### src/hdl/bmm_pkg.sv
// Shared types and constants for the banked memory mapper.
// No dependencies; imported by every mapper module.
package bmm_pkg;

   typedef enum logic [1:0] {
      TGT_ROM  = 2'd0,
      TGT_CART = 2'd1,
      TGT_SYS  = 2'd2,
      TGT_DROP = 2'd3
   } target_type;

   localparam logic [15:0] ADDR_CTRL  = 16'hFFFC;
   localparam logic [15:0] ADDR_SLOT0 = 16'hFFFD;
   localparam logic [15:0] ADDR_SLOT1 = 16'hFFFE;
   localparam logic [15:0] ADDR_SLOT2 = 16'hFFFF;

   localparam logic [1:0] PAGE_SLOT0 = 2'd0;
   localparam logic [1:0] PAGE_SLOT1 = 2'd1;
   localparam logic [1:0] PAGE_SLOT2 = 2'd2;

   localparam logic [7:0] BANK_MASK_RESET = 8'd15;

   localparam int CTRL_HALF_BIT = 2;
   localparam int CTRL_ON_BIT   = 3;

   typedef struct packed {
      logic        is_write;
      logic [15:0] cpu_addr;
      logic [7:0]  wr_byte;
   } req_type_s_type;

   typedef struct packed {
      target_type  target;
      logic [21:0] mem_addr;
      logic        write_enable;
      logic [7:0]  write_value;
   } rsp_type_s_type;

   typedef struct packed {
      logic [7:0] slot0;
      logic [7:0] slot1;
      logic [7:0] slot2;
      logic       cart_ram_half;
      logic       cart_ram_on;
   } map_state_type;

endpackage

### src/hdl/bmm_decode.sv
// Address translation and control-register decode for one CPU access.
// Depends on bmm_pkg.
module bmm_decode (
   input  bmm_pkg::req_type_s_type req,
   input  bmm_pkg::map_state_type  state,
   input  logic [7:0]              bank_mask,
   output bmm_pkg::rsp_type_s_type rsp,
   output bmm_pkg::map_state_type  state_next
);
   import bmm_pkg::*;

   logic [15:0] a;
   logic [7:0]  v;
   logic [21:0] cart_addr;

   assign a = req.cpu_addr;
   assign v = req.wr_byte;
   assign cart_addr = {7'd0, state.cart_ram_half, a[13:0]};

   always_comb begin
      rsp = '0;
      rsp.target = TGT_DROP;
      state_next = state;
      if (!req.is_write) begin
         case (a[15:14])
            PAGE_SLOT0: begin
               rsp.target = TGT_ROM;
               if (a[13:10] == 4'd0) begin
                  rsp.mem_addr = {6'd0, a};
               end else begin
                  rsp.mem_addr = {state.slot0, a[13:0]};
               end
            end
            PAGE_SLOT1: begin
               rsp.target = TGT_ROM;
               rsp.mem_addr = {state.slot1, a[13:0]};
            end
            PAGE_SLOT2: begin
               if (state.cart_ram_on) begin
                  rsp.target = TGT_CART;
                  rsp.mem_addr = cart_addr;
               end else begin
                  rsp.target = TGT_ROM;
                  rsp.mem_addr = {state.slot2, a[13:0]};
               end
            end
            default: begin
               rsp.target = TGT_SYS;
               rsp.mem_addr = {9'd0, a[12:0]};
            end
         endcase
      end else begin
         case (a[15:14])
            PAGE_SLOT2: begin
               if (state.cart_ram_on) begin
                  rsp.target = TGT_CART;
                  rsp.mem_addr = cart_addr;
                  rsp.write_enable = 1'b1;
                  rsp.write_value = v;
               end
            end
            PAGE_SLOT0, PAGE_SLOT1: begin
               rsp.target = TGT_DROP;
            end
            default: begin
               rsp.target = TGT_SYS;
               rsp.mem_addr = {9'd0, a[12:0]};
               rsp.write_enable = 1'b1;
               rsp.write_value = v;
               case (a)
                  ADDR_CTRL: begin
                     state_next.cart_ram_half = v[CTRL_HALF_BIT];
                     state_next.cart_ram_on = v[CTRL_ON_BIT];
                  end
                  ADDR_SLOT0: state_next.slot0 = v & bank_mask;
                  ADDR_SLOT1: state_next.slot1 = v & bank_mask;
                  ADDR_SLOT2: state_next.slot2 = v & bank_mask;
                  default: ;
               endcase
            end
         endcase
      end
   end

endmodule

### src/hdl/banked_memory_mapper_unit.sv
// Banked memory mapper: one CPU access per cycle in, one translated access per cycle out
// while rsp_tready stays high. Each word passes an input register and a result register;
// a stalled result holds the input register, which then deasserts req_tready. A control
// write at FFFC-FFFF changes the mapping from the very next word. Depends on bmm_pkg and
// bmm_decode.
module banked_memory_mapper_unit (
   input  logic        clock,
   input  logic        reset,
   input  logic        req_tvalid,
   output logic        req_tready,
   input  logic [23:0] req_tdata,   // cpu_addr[15:0], wr_byte[23:16]
   input  logic        req_tuser,   // req_type
   output logic        rsp_tvalid,
   input  logic        rsp_tready,
   output logic [31:0] rsp_tdata,   // mem_addr[21:0], write_enable[22], write_value[30:23], 0
   output logic [1:0]  rsp_tuser,   // target
   input  logic        csr_wen,
   input  logic [7:0]  csr_wdata
);
   import bmm_pkg::*;

   logic           in_valid_ff, in_valid_in;
   req_type_s_type in_ff;
   logic           out_valid_ff, out_valid_in;
   rsp_type_s_type out_ff;
   map_state_type  state_ff, state_in;
   logic [7:0]     bank_mask_ff;
   rsp_type_s_type rsp;
   logic           advance;

   assign advance = in_valid_ff && (!out_valid_ff || rsp_tready);
   assign req_tready = !in_valid_ff || advance;
   assign in_valid_in = (req_tvalid && req_tready) || (in_valid_ff && !advance);
   assign out_valid_in = advance || (out_valid_ff && !rsp_tready);

   bmm_decode u_decode (
      .req        (in_ff),
      .state      (state_ff),
      .bank_mask  (bank_mask_ff),
      .rsp        (rsp),
      .state_next (state_in)
   );

   always_ff @(posedge clock) begin
      if (reset) begin
         in_valid_ff <= 1'b0;
         out_valid_ff <= 1'b0;
         state_ff <= '0;
         bank_mask_ff <= BANK_MASK_RESET;
      end else begin
         in_valid_ff <= in_valid_in;
         out_valid_ff <= out_valid_in;
         if (advance) begin
            state_ff <= state_in;
         end
         if (csr_wen) begin
            bank_mask_ff <= csr_wdata;
         end
      end
   end

   always_ff @(posedge clock) begin
      if (req_tvalid && req_tready) begin
         in_ff.is_write <= req_tuser;
         in_ff.cpu_addr <= req_tdata[15:0];
         in_ff.wr_byte <= req_tdata[23:16];
      end
      if (advance) begin
         out_ff <= rsp;
      end
   end

   assign rsp_tvalid = out_valid_ff;
   assign rsp_tuser = out_ff.target;
   assign rsp_tdata = {1'b0, out_ff.write_value, out_ff.write_enable, out_ff.mem_addr};

endmodule

### config.mk
export PLATFORM = sky130hd
export DESIGN_NAME = banked_memory_mapper_unit
export DESIGN_NICKNAME = d
export VERILOG_FILES = /design/src/hdl/bmm_pkg.sv /design/src/hdl/bmm_decode.sv /design/src/hdl/banked_memory_mapper_unit.sv
export SDC_FILE = /design/constraint.sdc
export NUM_CORES = 1
export LEC_CHECK = 0
export BUFFER_PORTS_ARGS = -buffer_cell sky130_fd_sc_hd__buf_4
export CAP_MARGIN = 5
export CORE_MARGIN = 1
export CORE_UTILIZATION = 40
export DETAILED_ROUTE_END_ITERATION = 8
export PLACE_DENSITY = 0.64
export SLEW_MARGIN = 20
export SYNTH_ARGS = -nofsm -noshare
export SYNTH_HDL_FRONTEND = slang
export SYNTH_SLANG_ARGS = --single-unit
### constraint.sdc
create_clock -name clock -period 2.92 [get_ports clock]
set_input_delay 0.73 -clock clock [delete_from_list [all_inputs] [get_ports clock]]
set_output_delay 0.73 -clock clock [all_outputs]
set_load 0.05 [all_outputs]
* Word-level counts from Yosys, hierarchy flattened
Cells that the tools add are included.
** Storage, ports and cells
- Word-level logic and storage cells :: 50
- Register bits after elaboration :: 94
- Input bits :: 38
- Output and inout port bits :: 36
** Operators by class
- Eq/ne operators :: 6
- Bitwise gates (word level) :: 2
- Reductions and logical operators :: 20
- Mux-type cells :: 7
** Operator list (number)
- $pmux W24 S3 :: 1
- $eq A16 B16 Y1 const B :: 4
- $pmux W31 S2 :: 1
- $mux W33 :: 1
- $mux W24 :: 1
- $mux W23 :: 1
- $mux W22 :: 1
- $reduce_and A4 Y1 :: 4
- $and A8 B8 Y8 :: 1
- $logic_and A1 B1 Y1 :: 4
- $logic_not A1 Y1 :: 4
- $logic_not A4 Y1 :: 1
- $logic_or A1 B1 Y1 :: 4
- $pmux W2 S2 :: 1
- $reduce_or A3 Y1 :: 1
- $eq A2 B1 Y1 const B :: 1
- $eq A2 B2 Y1 const B :: 1
- $logic_not A2 Y1 :: 1
- $reduce_or A2 Y1 :: 1
- $not A1 Y1 :: 1

* Longest topological paths before layout
Gate-level depths: netlist of run 1.
- Depth in word-level cells :: 6
- Depth in mapped cells :: 6

* Hierarchy
A second synthesis of run 1 with hierarchy kept.
** Second synthesis, totals
- Cells, all modules :: 332
- Area total of the unflattened synthesis :: 4156.5 µm²
** Modules (own cells, without submodules)
- banked_memory_mapper_unit :: cells an instance 209, sequential area each 2462.4 µm², times used 1, area each 3288.2 µm²
- bmm_decode :: cells an instance 123, sequential area each 0.0 µm², times used 1, area each 868.3 µm²

* Least setup slack after synthesis of run 1
OpenSTA, ideal clock, no wires.
- Path kind :: input to register
- Start :: input port rsp_tready
- End :: register state_ff[2] in the netlist's numbering
- Cell stages on the path :: 4
- Buffers on the path :: 0
- Path slack :: 0.568 ns
- Data arrival time :: 2.226 ns
- Library setup time :: 0.126 ns
- Path through :: nor2b_1 > and2b_1 > nand4_4 > mux2i_1
** Between the ends
- Longest elaborated chain between the ends :: 3
** RTL lines
- start, declared :: line banked_memory_mapper_unit.sv:14 : input logic rsp_tready,
- $logic_or A1 B1 Y1 :: line banked_memory_mapper_unit.sv:31 : assign advance = in_valid_ff && (!out_valid_ff || rsp_tready);
- $logic_and A1 B1 Y1 :: line banked_memory_mapper_unit.sv:31
- $reduce_and A4 Y1 (no line)
- end signal, assigned :: line banked_memory_mapper_unit.sv:54 : state_ff <= state_in;
- end, declared :: line banked_memory_mapper_unit.sv:26 : map_state_type state_ff, state_in;
No other way between the ends.
A chain may end at the register's enable or synchronous reset.

* Worst setup path in the final report of run 1
- Start :: register in_ff[22] in the netlist's numbering
- End :: register state_ff[15] in the netlist's numbering
** Between the ends
- Longest elaborated chain between the ends :: 4
- Elaborated cells on any way between the ends :: 7
** RTL lines
- start, declared :: line banked_memory_mapper_unit.sv:23 : req_type_s_type in_ff;
- $eq A2 B2 Y1 (tied with other cells) :: line bmm_decode.sv:53 : case (a[15:14])
- $reduce_or A3 Y1 (no line)
- $not A1 Y1 (no line)
- $reduce_and A4 Y1 (no line) *
Mark *: on every way between the ends. The rest lies on a longest branch, timed or not.

==> impl_metrics.py, run 1 <==
metrics = {
    "cts": {
        "cts_setup_buffers": 0,
        "clk_pin_slew_ns": 0.08,
        "cts_tree": "built",
        "cts.sinks": 94,
        "cts_made_buffers": 9,
        "cts_buffer_depth": 2,
        "cts-root-buf": "clkbuf_8",
        "worstSkewPairLatency_ns": 0.35,
        "h-tree-depth": 3,
        "post_cts_resized": 0,
        "postCtsHoldBufs": 0,
    },
    "logic_synthesis": {
        "synth_flop_cell": "edfxtp_1",
        "synth_area_mm2": 0.00362,
        "synth_edf_count": 58,
        "ys_warn_count": 0,
        "yosys.area_share.simple_pct": 17.4,
        "synth.avg_cell_area_um2": 14.1,
        "synth_cells": 257,
        "synth_compound_area_share_pct": 4.14,
        "synth_nets": 295,
        "synthAdderAreaFrac_pct": 0,
        "ys_seq_area_share_pct": 67.9,
        "synth_top_family_by_area": "simple AND/OR/NAND/NOR gates",
        "ys_async_sr_fraction_pct": 0,
        "ys_ff_latch": 94,
        "synth-xor-area-share_pct": 0,
        "synth_cell_type_count": 30,
        "synthMuxAreaShare_pct": 8.28,
    },
    "final_layout": {
        "drive_above_1_share_pct": 27.5,
        "num_antenna_cells": 0,
        "n_fill_cell": 783,
        "fin_util_pct": 50.4,
        "nNetsFinal": 368,
        "final_area_mm2": 0.00441,
        "area_growth_pct": 21.7,
        "multiInputGateArea_mm2": 0.00108,
        "seq_area_mm2": 0.00246,
    },
    "sta": {
        "setup_viol": 0,
        "tns_ns": 0,
        "tightest_slew_ns": 0.675,
        "rsz0062_at_grt": "no",
        "max_freq_mhz": 462,
        "layout_setup_ws_ns": 0.754,
        "maxSlewHeadroom_pct": 54.9,
        "min_period_ns": 2.17,
        "period_share_pct": 74.2,
        "hold_viol_final": 0,
        "fin_skew_ns": 0.00874,
        "slew_violations": 0,
    },
    "place": {
        "pre_cts_slack_ns": 0.646,
        "dp_hpwl_um": 4500,
        "place_congestion": 0.727,
        "placed_area_mm2": 0.00426,
        "portBuffers": 72,
    },
    "floorplanning": {
        "fp.dieH_um": 97.2,
        "io_pins": 74,
        "fp.dieW_um": 97.2,
        "core_region_area_mm2": 0.00876,
        "dieArea_mm2": 0.00945,
        "rows": 34,
        "start_util_pct": 41.4,
    },
    "route": {
        "drtAntennaViolNets": 0,
        "dr_total_vias": 2172,
        "finalWirelength_um": 6660,
        "vias_per_cell": 4.90,
        "drc_errors": 0,
        "drt-wirelength-per-cell_um": 15.0,
        "drtPass1Iterations": 5,
        "drtIter0Drc": 92,
    },
    "setup_path": {
        "crit_start": "in_ff[22]",
        "r2r.worst_path.cells": 4,
        "setup.worst_path.start_class": "register",
        "r2r_start": "in_ff[22]",
        "path_max_fanout": 9,
        "worst_setup_path_end_kind": "register",
        "r2r-end": "state_ff[15]",
        "crit_end": "state_ff[15]",
        "required_ns": 3.18,
        "worst_ep_arrival_time_ns": 2.43,
        "worst-setup-path-type": "reg -> reg",
        "r2r_slack_ns": 0.75,
    },
    "global_routing": {
        "grt_use_met1_pct": 20.3,
        "met3_usage_pct": 3.02,
        "grt.overflow.total": 0,
        "grtUsageMet2_pct": 22.2,
        "globalRouteTotalUtil_pct": 14.7,
        "grt_max_degree": 47,
        "grt_pass1_vias": 2138,
        "grt_first_pass_wirelength_um": 10700,
        "antenna_found_initial": 0,
        "gr-max-usage-layer": "met2",
    },
    "power_and_ir_drop": {
        "power_mw": 2.45,
        "peakVddDrop_mv": 0.309,
        "power_density_mw_per_mm2": 556,
        "p_leak_nw": 1.80,
    },
    "flow_run": {
        "cap_violations": 0,
    },
    "hold_path": {
        "hp-class": "reg -> reg",
    },
    "status": {
        "outcome": "finished clean",
    },
}
==> cell type report <==
type                            instances  share of cell area, %
Sequential cell                        94                   55.8
Multi-Input combinational cell        147                   24.6
Timing Repair Buffer                   75                   12.8
Tap cell                              108                   3.06
Clock buffer                           10                   2.89
Clock inverter                          6                  0.652
Inverter                                3                  0.255
==> kinds of logic after synthesis <==
family / after synthesis
AOI/OAI and AO/OA: 17
and+or+nand+nor: 99
buffers and inverters: 16
muxes: 30
DFF: 94
other: 1
==> report_power, final <==
| part | internal (mW) | switching (mW) |
|---|---|---|
| Combinational | 0.0921 | 0.154 |
| Sequential | 1.46 | 0.0278 |
| Clock | 0.298 | 0.417 |
| Total | 1.85 | 0.599 |
==> layer usage <==
layer / up-vias / part of all wire, %
li1: 1074 / -
met2: 58 / 46
met3: 12 / 4.3
met1: 1028 / 48
met4: 0 / 2.0
met5: - / 0
==> layout by cell type, fill, tap and decap left out, drive strengths merged, types with 2 or more instances in the layout <==
cell type,count
buf,75
edfxtp,58
dfxtp,36
mux2i,30
nand2b,28
and2,22
nor2,17
clkbuf,10
a222oi,8
nand3b,8
nor2b,6
nand2,5
clkinv,5
a211o,4
nand4,4
inv,3
nand4b,2
nor4,2
==> sequential cells by signal, indices dropped and copies added, names as in the netlist <==
signal,cells
bank_mask_ff,8
in_ff,25
in_valid_ff,1
rsp_tdata,31
rsp_tuser,2
rsp_tvalid,1
state_ff,26
==> stage by stage <==
stage          hold WS (ns)  std cells
4_1_cts               0.483        443
6_report              0.481        443
2_1_floorplan         0.449        257
3_3_place_gp          0.461        427
5_1_grt               0.506        443
3_5_place_dp          0.469        427
==> worst max-delay path, cell delays in order (launching register included) <==
cell and delay, ns:
edfxtp_1 0.54, nand4_4 0.15, nor4_4 0.42, nand4b_1 0.61, mux2i_1 0.35
==> Yosys cell counts, drive strengths merged, types with 2 or more instances <==
library cell / number / area, µm²
nand4: 4 / 55.1
a211o: 4 / 35.0
nand2: 5 / 18.8
nand4b: 2 / 17.5
dfxtp: 36 / 721
nand2b: 28 / 175
mux2i: 30 / 300
nor2: 17 / 63.8
nor4: 2 / 27.5
a222oi: 8 / 80.1
clkbuf: 8 / 30.0
nand3b: 8 / 60.1
and2: 22 / 138
edfxtp: 58 / 1740
nor2b: 6 / 37.5
buf: 5 / 37.5
inv: 3 / 11.3
==> worst min-delay path by stage <==
stage / endpoint / slack, ns / cells past startpoint / from
2_1_floorplan: state_ff[1] / 0.45 / 2 / state_ff[1]
3_3_place_gp: state_ff[16] / 0.46 / 2 / state_ff[16]
3_5_place_dp: state_ff[10] / 0.47 / 2 / state_ff[10]
4_1_cts: state_ff[10] / 0.48 / 2 / state_ff[10]
5_1_grt: state_ff[1] / 0.51 / 2 / state_ff[1]
6_report: state_ff[22] / 0.48 / 2 / state_ff[22]
No activity file was read; power rests on OpenSTA's default activity.
==> run 2, diff against run 1 <==
--- a/config.mk
+++ b/config.mk
@@ -10,7 +10,7 @@
 export CORE_MARGIN = 1
 export CORE_UTILIZATION = 40
 export DETAILED_ROUTE_END_ITERATION = 8
-export PLACE_DENSITY = 0.64
+export PLACE_DENSITY = 0.67
 export SLEW_MARGIN = 20
 export SYNTH_ARGS = -nofsm -noshare
 export SYNTH_HDL_FRONTEND = slang
==> constraint.sdc (replaced) <==
create_clock -name clock -period 1.75 [get_ports clock]
set_input_delay 0.4375 -clock clock [delete_from_list [all_inputs] [get_ports clock]]
set_output_delay 0.4375 -clock clock [all_outputs]
set_load 0.05 [all_outputs]
==> run 2 against run 1 <==
Effect of this change: total power grew 79%; routed wire length up 1.8%; sequential share of layout area decreased by 1.8 points; critical endpoint is now rsp_tdata[14]; largest cell class unchanged.
==> impl_metrics.py, run 2 (same netlist as run 1, synthesis figures left out) <==
metrics = {
    "sta": {
        "setup_viol": 0,
        "tns_ns": 0,
        "slew_violations": 0,
        "layout_setup_ws_ns": 0.0146,
        "hold_viol_final": 0,
        "fin_skew_ns": 0.00670,
        "maxSlewHeadroom_pct": 61.2,
        "tightest_slew_ns": 0.580,
        "rsz0062_at_grt": "yes",
        "min_period_ns": 1.74,
        "period_share_pct": 99.2,
        "max_freq_mhz": 576,
    },
    "place": {
        "pre_cts_slack_ns": -0.0891,
        "placed_area_mm2": 0.00433,
        "dp_hpwl_um": 4700,
        "dp.cells": 433,
        "portBuffers": 72,
        "place_congestion": 0.707,
    },
    "cts": {
        "cts_made_buffers": 9,
        "h-tree-depth": 3,
        "cts-root-buf": "clkbuf_8",
        "clk_pin_slew_ns": 0.08,
        "cts.sinks": 94,
        "cts_buffer_depth": 2,
        "worstSkewPairLatency_ns": 0.35,
        "postCtsHoldBufs": 0,
        "cts_tree": "built",
    },
    "flow_run": {
        "cap_violations": 0,
    },
    "global_routing": {
        "grt_max_degree": 47,
        "grt.overflow.total": 0,
        "globalRouteTotalUtil_pct": 15.1,
        "antenna_found_initial": 0,
        "grt_pass1_vias": 2195,
        "grt_first_pass_wirelength_um": 10900,
    },
    "floorplanning": {
        "start_util_pct": 41.4,
        "dieArea_mm2": 0.00945,
        "io_pins": 74,
        "rows": 34,
        "fp.dieW_um": 97.2,
        "core_region_area_mm2": 0.00876,
        "fp.dieH_um": 97.2,
    },
    "setup_path": {
        "worst_setup_path_end_kind": "register",
        "r2r.worst_path.cells": 5,
        "r2r_slack_ns": 0.01,
        "worst_ep_arrival_time_ns": 1.82,
        "required_ns": 1.83,
        "setup.worst_path.start_class": "register",
        "worst-setup-path-type": "reg -> reg",
        "path_max_fanout": 8,
    },
    "route": {
        "drtAntennaViolNets": 0,
        "finalWirelength_um": 6780,
        "drc_errors": 0,
        "drtPass1Iterations": 5,
        "vias_per_cell": 4.94,
        "drt-wirelength-per-cell_um": 15.1,
        "drtIter0Drc": 184,
        "dr_total_vias": 2221,
    },
    "final_layout": {
        "drive_above_1_share_pct": 30.7,
        "n_fill_cell": 746,
        "largest_reg_flops": 31,
        "final_common_cell": "buf_4",
        "final_area_mm2": 0.00456,
        "seq_area_mm2": 0.00246,
        "multiInputGateArea_mm2": 0.00110,
        "nNetsFinal": 375,
        "fin_cells": 450,
        "final_cell_mix": "buf_4, edfxtp_1, dfxtp_1",
        "num_antenna_cells": 0,
        "area_growth_pct": 25.8,
    },
    "power_and_ir_drop": {
        "pwr-share-seq_pct": 56.5,
        "swShare_pct": 22.6,
        "power_density_mw_per_mm2": 965,
        "power_mw": 4.40,
        "intPower_mw": 3.40,
        "p_comb_share_pct": 9.7,
        "p_leak_nw": 1.87,
        "peakVddDrop_mv": 0.470,
        "pwr-share-clk_pct": 33.8,
        "p_sw_mw": 0.996,
    },
    "status": {
        "outcome": "finished clean",
    },
    "hold_path": {
        "hold_depth": 1,
        "hp-class": "in -> reg",
    },
}
## run 2: cell count changes in the layout (fill, tap and decap cells not counted), moves of 2 or more
cell       before  now
buf_12          0    2
buf_4          75   80
bufinv_16       0    2
clkinv_1        3    1
## run 2: cell type report
type	instances	area share, %
inverters	3	0.247
clock buffers	11	2.88
repair buffers	82	14.0
clock inverters	5	1.62
multi-input cells	147	24.2
well taps	108	2.96
flip-flops and latches	94	54.0
## run 2: per-stage QoR
stage	util (%)	hold slack (ns)
global route	52.0	0.237
finish	52.0	0.261
floorplan	-	0.449
detailed placement	49.4	0.471
CTS	51.9	0.236
global placement	49.4	0.461
## run 2: timing repair
action / CTS / global route
endpoints found under the setup margin: 1 / 14
setup buffers: 0 / 1
hold endpoints to repair: 0 / 0
cloned: 0 / 0
pin swaps: 0 / 6
gates resized for setup: 2 / 1
## run 2: final timing paths
kind | from | endpoint
setup / recovery | in_ff[21] | rsp_tdata[14]
hold / removal | req_tdata[6] | in_ff[14]
setup reg to reg | in_ff[21] | rsp_tdata[14]
hold reg to reg | state_ff[1] | state_ff[1]
## run 2: worst max-delay path: stages, from the launching register on
cell and delay [ns]:
edfxtp_1 0.43, nor4_2 0.29, nor3_1 0.08, buf_4 0.18, a222oi_1 0.34, o32ai_2 0.15
## run 2: routing by layer
layer	wire, µm	up-vias	global-route usage [%]
li1	-	1087	-
met1	3060	1051	20.1
met2	3310	76	23.1
met3	332	7	2.73
met4	78	0	8.73
met5	0	-	0
## run 2: power groups by stage
stage	clock network [mW]	logic (mW)	registers (mW)
after detailed placement	0	0.429	2.54
after global routing	1.62	0.455	2.50
after CTS	1.53	0.429	2.49
after global placement	0	0.423	2.54
after floorplan	0	0.138	2.65
final	1.49	0.429	2.48
==> run 3, diff against run 2 <==
--- a/config.mk
+++ b/config.mk
@@ -8,9 +8,9 @@
 export BUFFER_PORTS_ARGS = -buffer_cell sky130_fd_sc_hd__buf_4
 export CAP_MARGIN = 5
 export CORE_MARGIN = 1
-export CORE_UTILIZATION = 40
+export CORE_UTILIZATION = 35
 export DETAILED_ROUTE_END_ITERATION = 8
-export PLACE_DENSITY = 0.67
+export PLACE_DENSITY = 0.6
 export SLEW_MARGIN = 20
 export SYNTH_ARGS = -nofsm -noshare
 export SYNTH_HDL_FRONTEND = slang
==> run 3 against run 2 <==
Effect of this change: routed wire length rose by 6.5%; core utilization fell by 6.0 points; die area rose by 14%; total power fell by 1.8%; first-iteration DRC count fell by 33%; critical path depth did not move; combinational power rose by 1%; maximum frequency rose by 6.1%; register-to-register slack improved by 0.099 ns; non-clock buffer count rose by 1; critical path type unchanged; critical endpoint is now rsp_tdata[18].
==> impl_metrics.py, run 3 (same netlist as run 1, synthesis figures left out) <==
metrics = {
    "cts": {
        "h-tree-depth": 3,
        "cts_made_buffers": 9,
        "postCtsHoldBufs": 0,
        "cts-root-buf": "clkbuf_8",
        "clk_pin_slew_ns": 0.09,
        "cts.sinks": 94,
        "cts_buffer_depth": 2,
        "cts_tree": "built",
        "worstSkewPairLatency_ns": 0.35,
    },
    "sta": {
        "period_share_pct": 93.5,
        "min_period_ns": 1.64,
        "slew_violations": 0,
        "tns_ns": 0,
        "fin_skew_ns": 0.00678,
        "setup_viol": 0,
        "hold_viol_final": 0,
        "maxSlewHeadroom_pct": 59.9,
        "rsz0062_at_grt": "yes",
        "max_freq_mhz": 611,
        "layout_setup_ws_ns": 0.114,
        "tightest_slew_ns": 0.599,
    },
    "flow_run": {
        "cap_violations": 0,
    },
    "route": {
        "drtIter0Drc": 123,
        "drt-wirelength-per-cell_um": 15.2,
        "finalWirelength_um": 7220,
        "drtPass1Iterations": 5,
        "dr_total_vias": 2243,
        "vias_per_cell": 4.71,
        "drc_errors": 0,
        "drtAntennaViolNets": 0,
    },
    "final_layout": {
        "fin_cells": 476,
        "final_common_cell": "buf_4",
        "final_area_mm2": 0.00456,
        "final_cell_mix": "buf_4, edfxtp_1, dfxtp_1",
        "area_growth_pct": 25.8,
        "drive_above_1_share_pct": 31.2,
        "nNetsFinal": 376,
        "largest_reg_flops": 31,
        "num_antenna_cells": 0,
    },
    "floorplanning": {
        "rows": 36,
        "core_region_area_mm2": 0.00991,
        "io_pins": 74,
        "fp.dieH_um": 104,
        "dieArea_mm2": 0.0108,
        "fp.dieW_um": 104,
        "start_util_pct": 36.6,
    },
    "setup_path": {
        "r2r-end": "rsp_tdata[18]",
        "r2r.worst_path.cells": 5,
        "worst_setup_path_end_kind": "register",
        "crit_start": "in_ff[19]",
        "r2r_start": "in_ff[19]",
        "path_max_fanout": 8,
        "r2r_slack_ns": 0.11,
        "setup.worst_path.start_class": "register",
        "worst_ep_arrival_time_ns": 1.73,
        "required_ns": 1.85,
        "worst-setup-path-type": "reg -> reg",
    },
    "global_routing": {
        "grt_pass1_vias": 2206,
        "grt_max_degree": 47,
        "globalRouteTotalUtil_pct": 14.5,
        "antenna_found_initial": 0,
        "grt.overflow.total": 0,
        "grt_first_pass_wirelength_um": 11800,
    },
    "place": {
        "place_congestion": 0.742,
        "dp_hpwl_um": 5030,
        "portBuffers": 72,
        "pre_cts_slack_ns": 0.0493,
        "dp.cells": 460,
        "placed_area_mm2": 0.00435,
    },
    "hold_path": {
        "hold_depth": 1,
        "hold_start": "req_tdata[12]",
        "min_to": "in_ff[20]",
        "hp-class": "in -> reg",
    },
    "power_and_ir_drop": {
        "peakVddDrop_mv": 0.408,
        "power_mw": 4.32,
        "power_density_mw_per_mm2": 948,
        "p_leak_nw": 1.86,
    },
    "status": {
        "outcome": "finished clean",
    },
}
-- run 3: changes by cell type in the layout (fill, tap and decap cells not counted), sizes merged --
cell / previous run / this run
buf: 82 / 83
bufinv: 2 / 1
clkbuf: 11 / 12
clkinv: 3 / 2
inv: 3 / 4
-- run 3: power by group --
part | internal, mW | switching (mW) | total, mW
clock network | 0.698 | 0.704 | 1.40
logic | 0.166 | 0.268 | 0.434
registers | 2.44 | 0.0445 | 2.49
total | 3.31 | 1.02 | 4.32
-- run 3: worst max-delay path: stages, from the launching register on --
cell and delay (ns):
edfxtp_1 0.43, nor4_2 0.30, nor3_2 0.07, buf_4 0.17, a222oi_1 0.34, nor2_1 0.07
-- run 3: cell type report --
type | instances | area (µm²)
Sequential cell | 94 | 2460
Timing Repair Buffer | 83 | 623
Inverter | 3 | 11.3
Multi-Input combinational cell | 147 | 1100
Clock buffer | 12 | 145
Clock inverter | 4 | 46.3
Fill cell | 924 | 5350
Tap cell | 133 | 166
-- run 3: worst max-delay path by stage --
stage                          to  slack [ns]  depth (start not counted)
floorplan                in_ff[0]        0.04                          3
global placement    rsp_tdata[14]        0.12                          5
detailed placement  rsp_tdata[14]        0.05                          5
CTS                 rsp_tdata[14]        0.04                          5
global route        rsp_tdata[14]       -0.02                          5
finish              rsp_tdata[18]        0.11                          5
-- run 3: through the flow --
stage          util [%]  hold slack (ns)
6_report           46.0            0.256
5_1_grt            46.0            0.227
4_1_cts            45.9            0.242
3_5_place_dp       43.9            0.470
3_3_place_gp       43.9            0.464
2_1_floorplan         -            0.449
-- run 3: repair_timing --
action,4_1_cts,5_1_grt
resized for setup,0,3
setup endpoints to repair,0,6
hold endpoints to repair,0,0
setup buffers,0,0
-- run 3: metal layers --
layer	share of wire (%)	GRT usage, %	routed length (µm)
met1	45	19.7	3220
met2	48	21.7	3480
met3	5.5	3.52	399
met4	1.7	6.73	121
met5	0	0	0
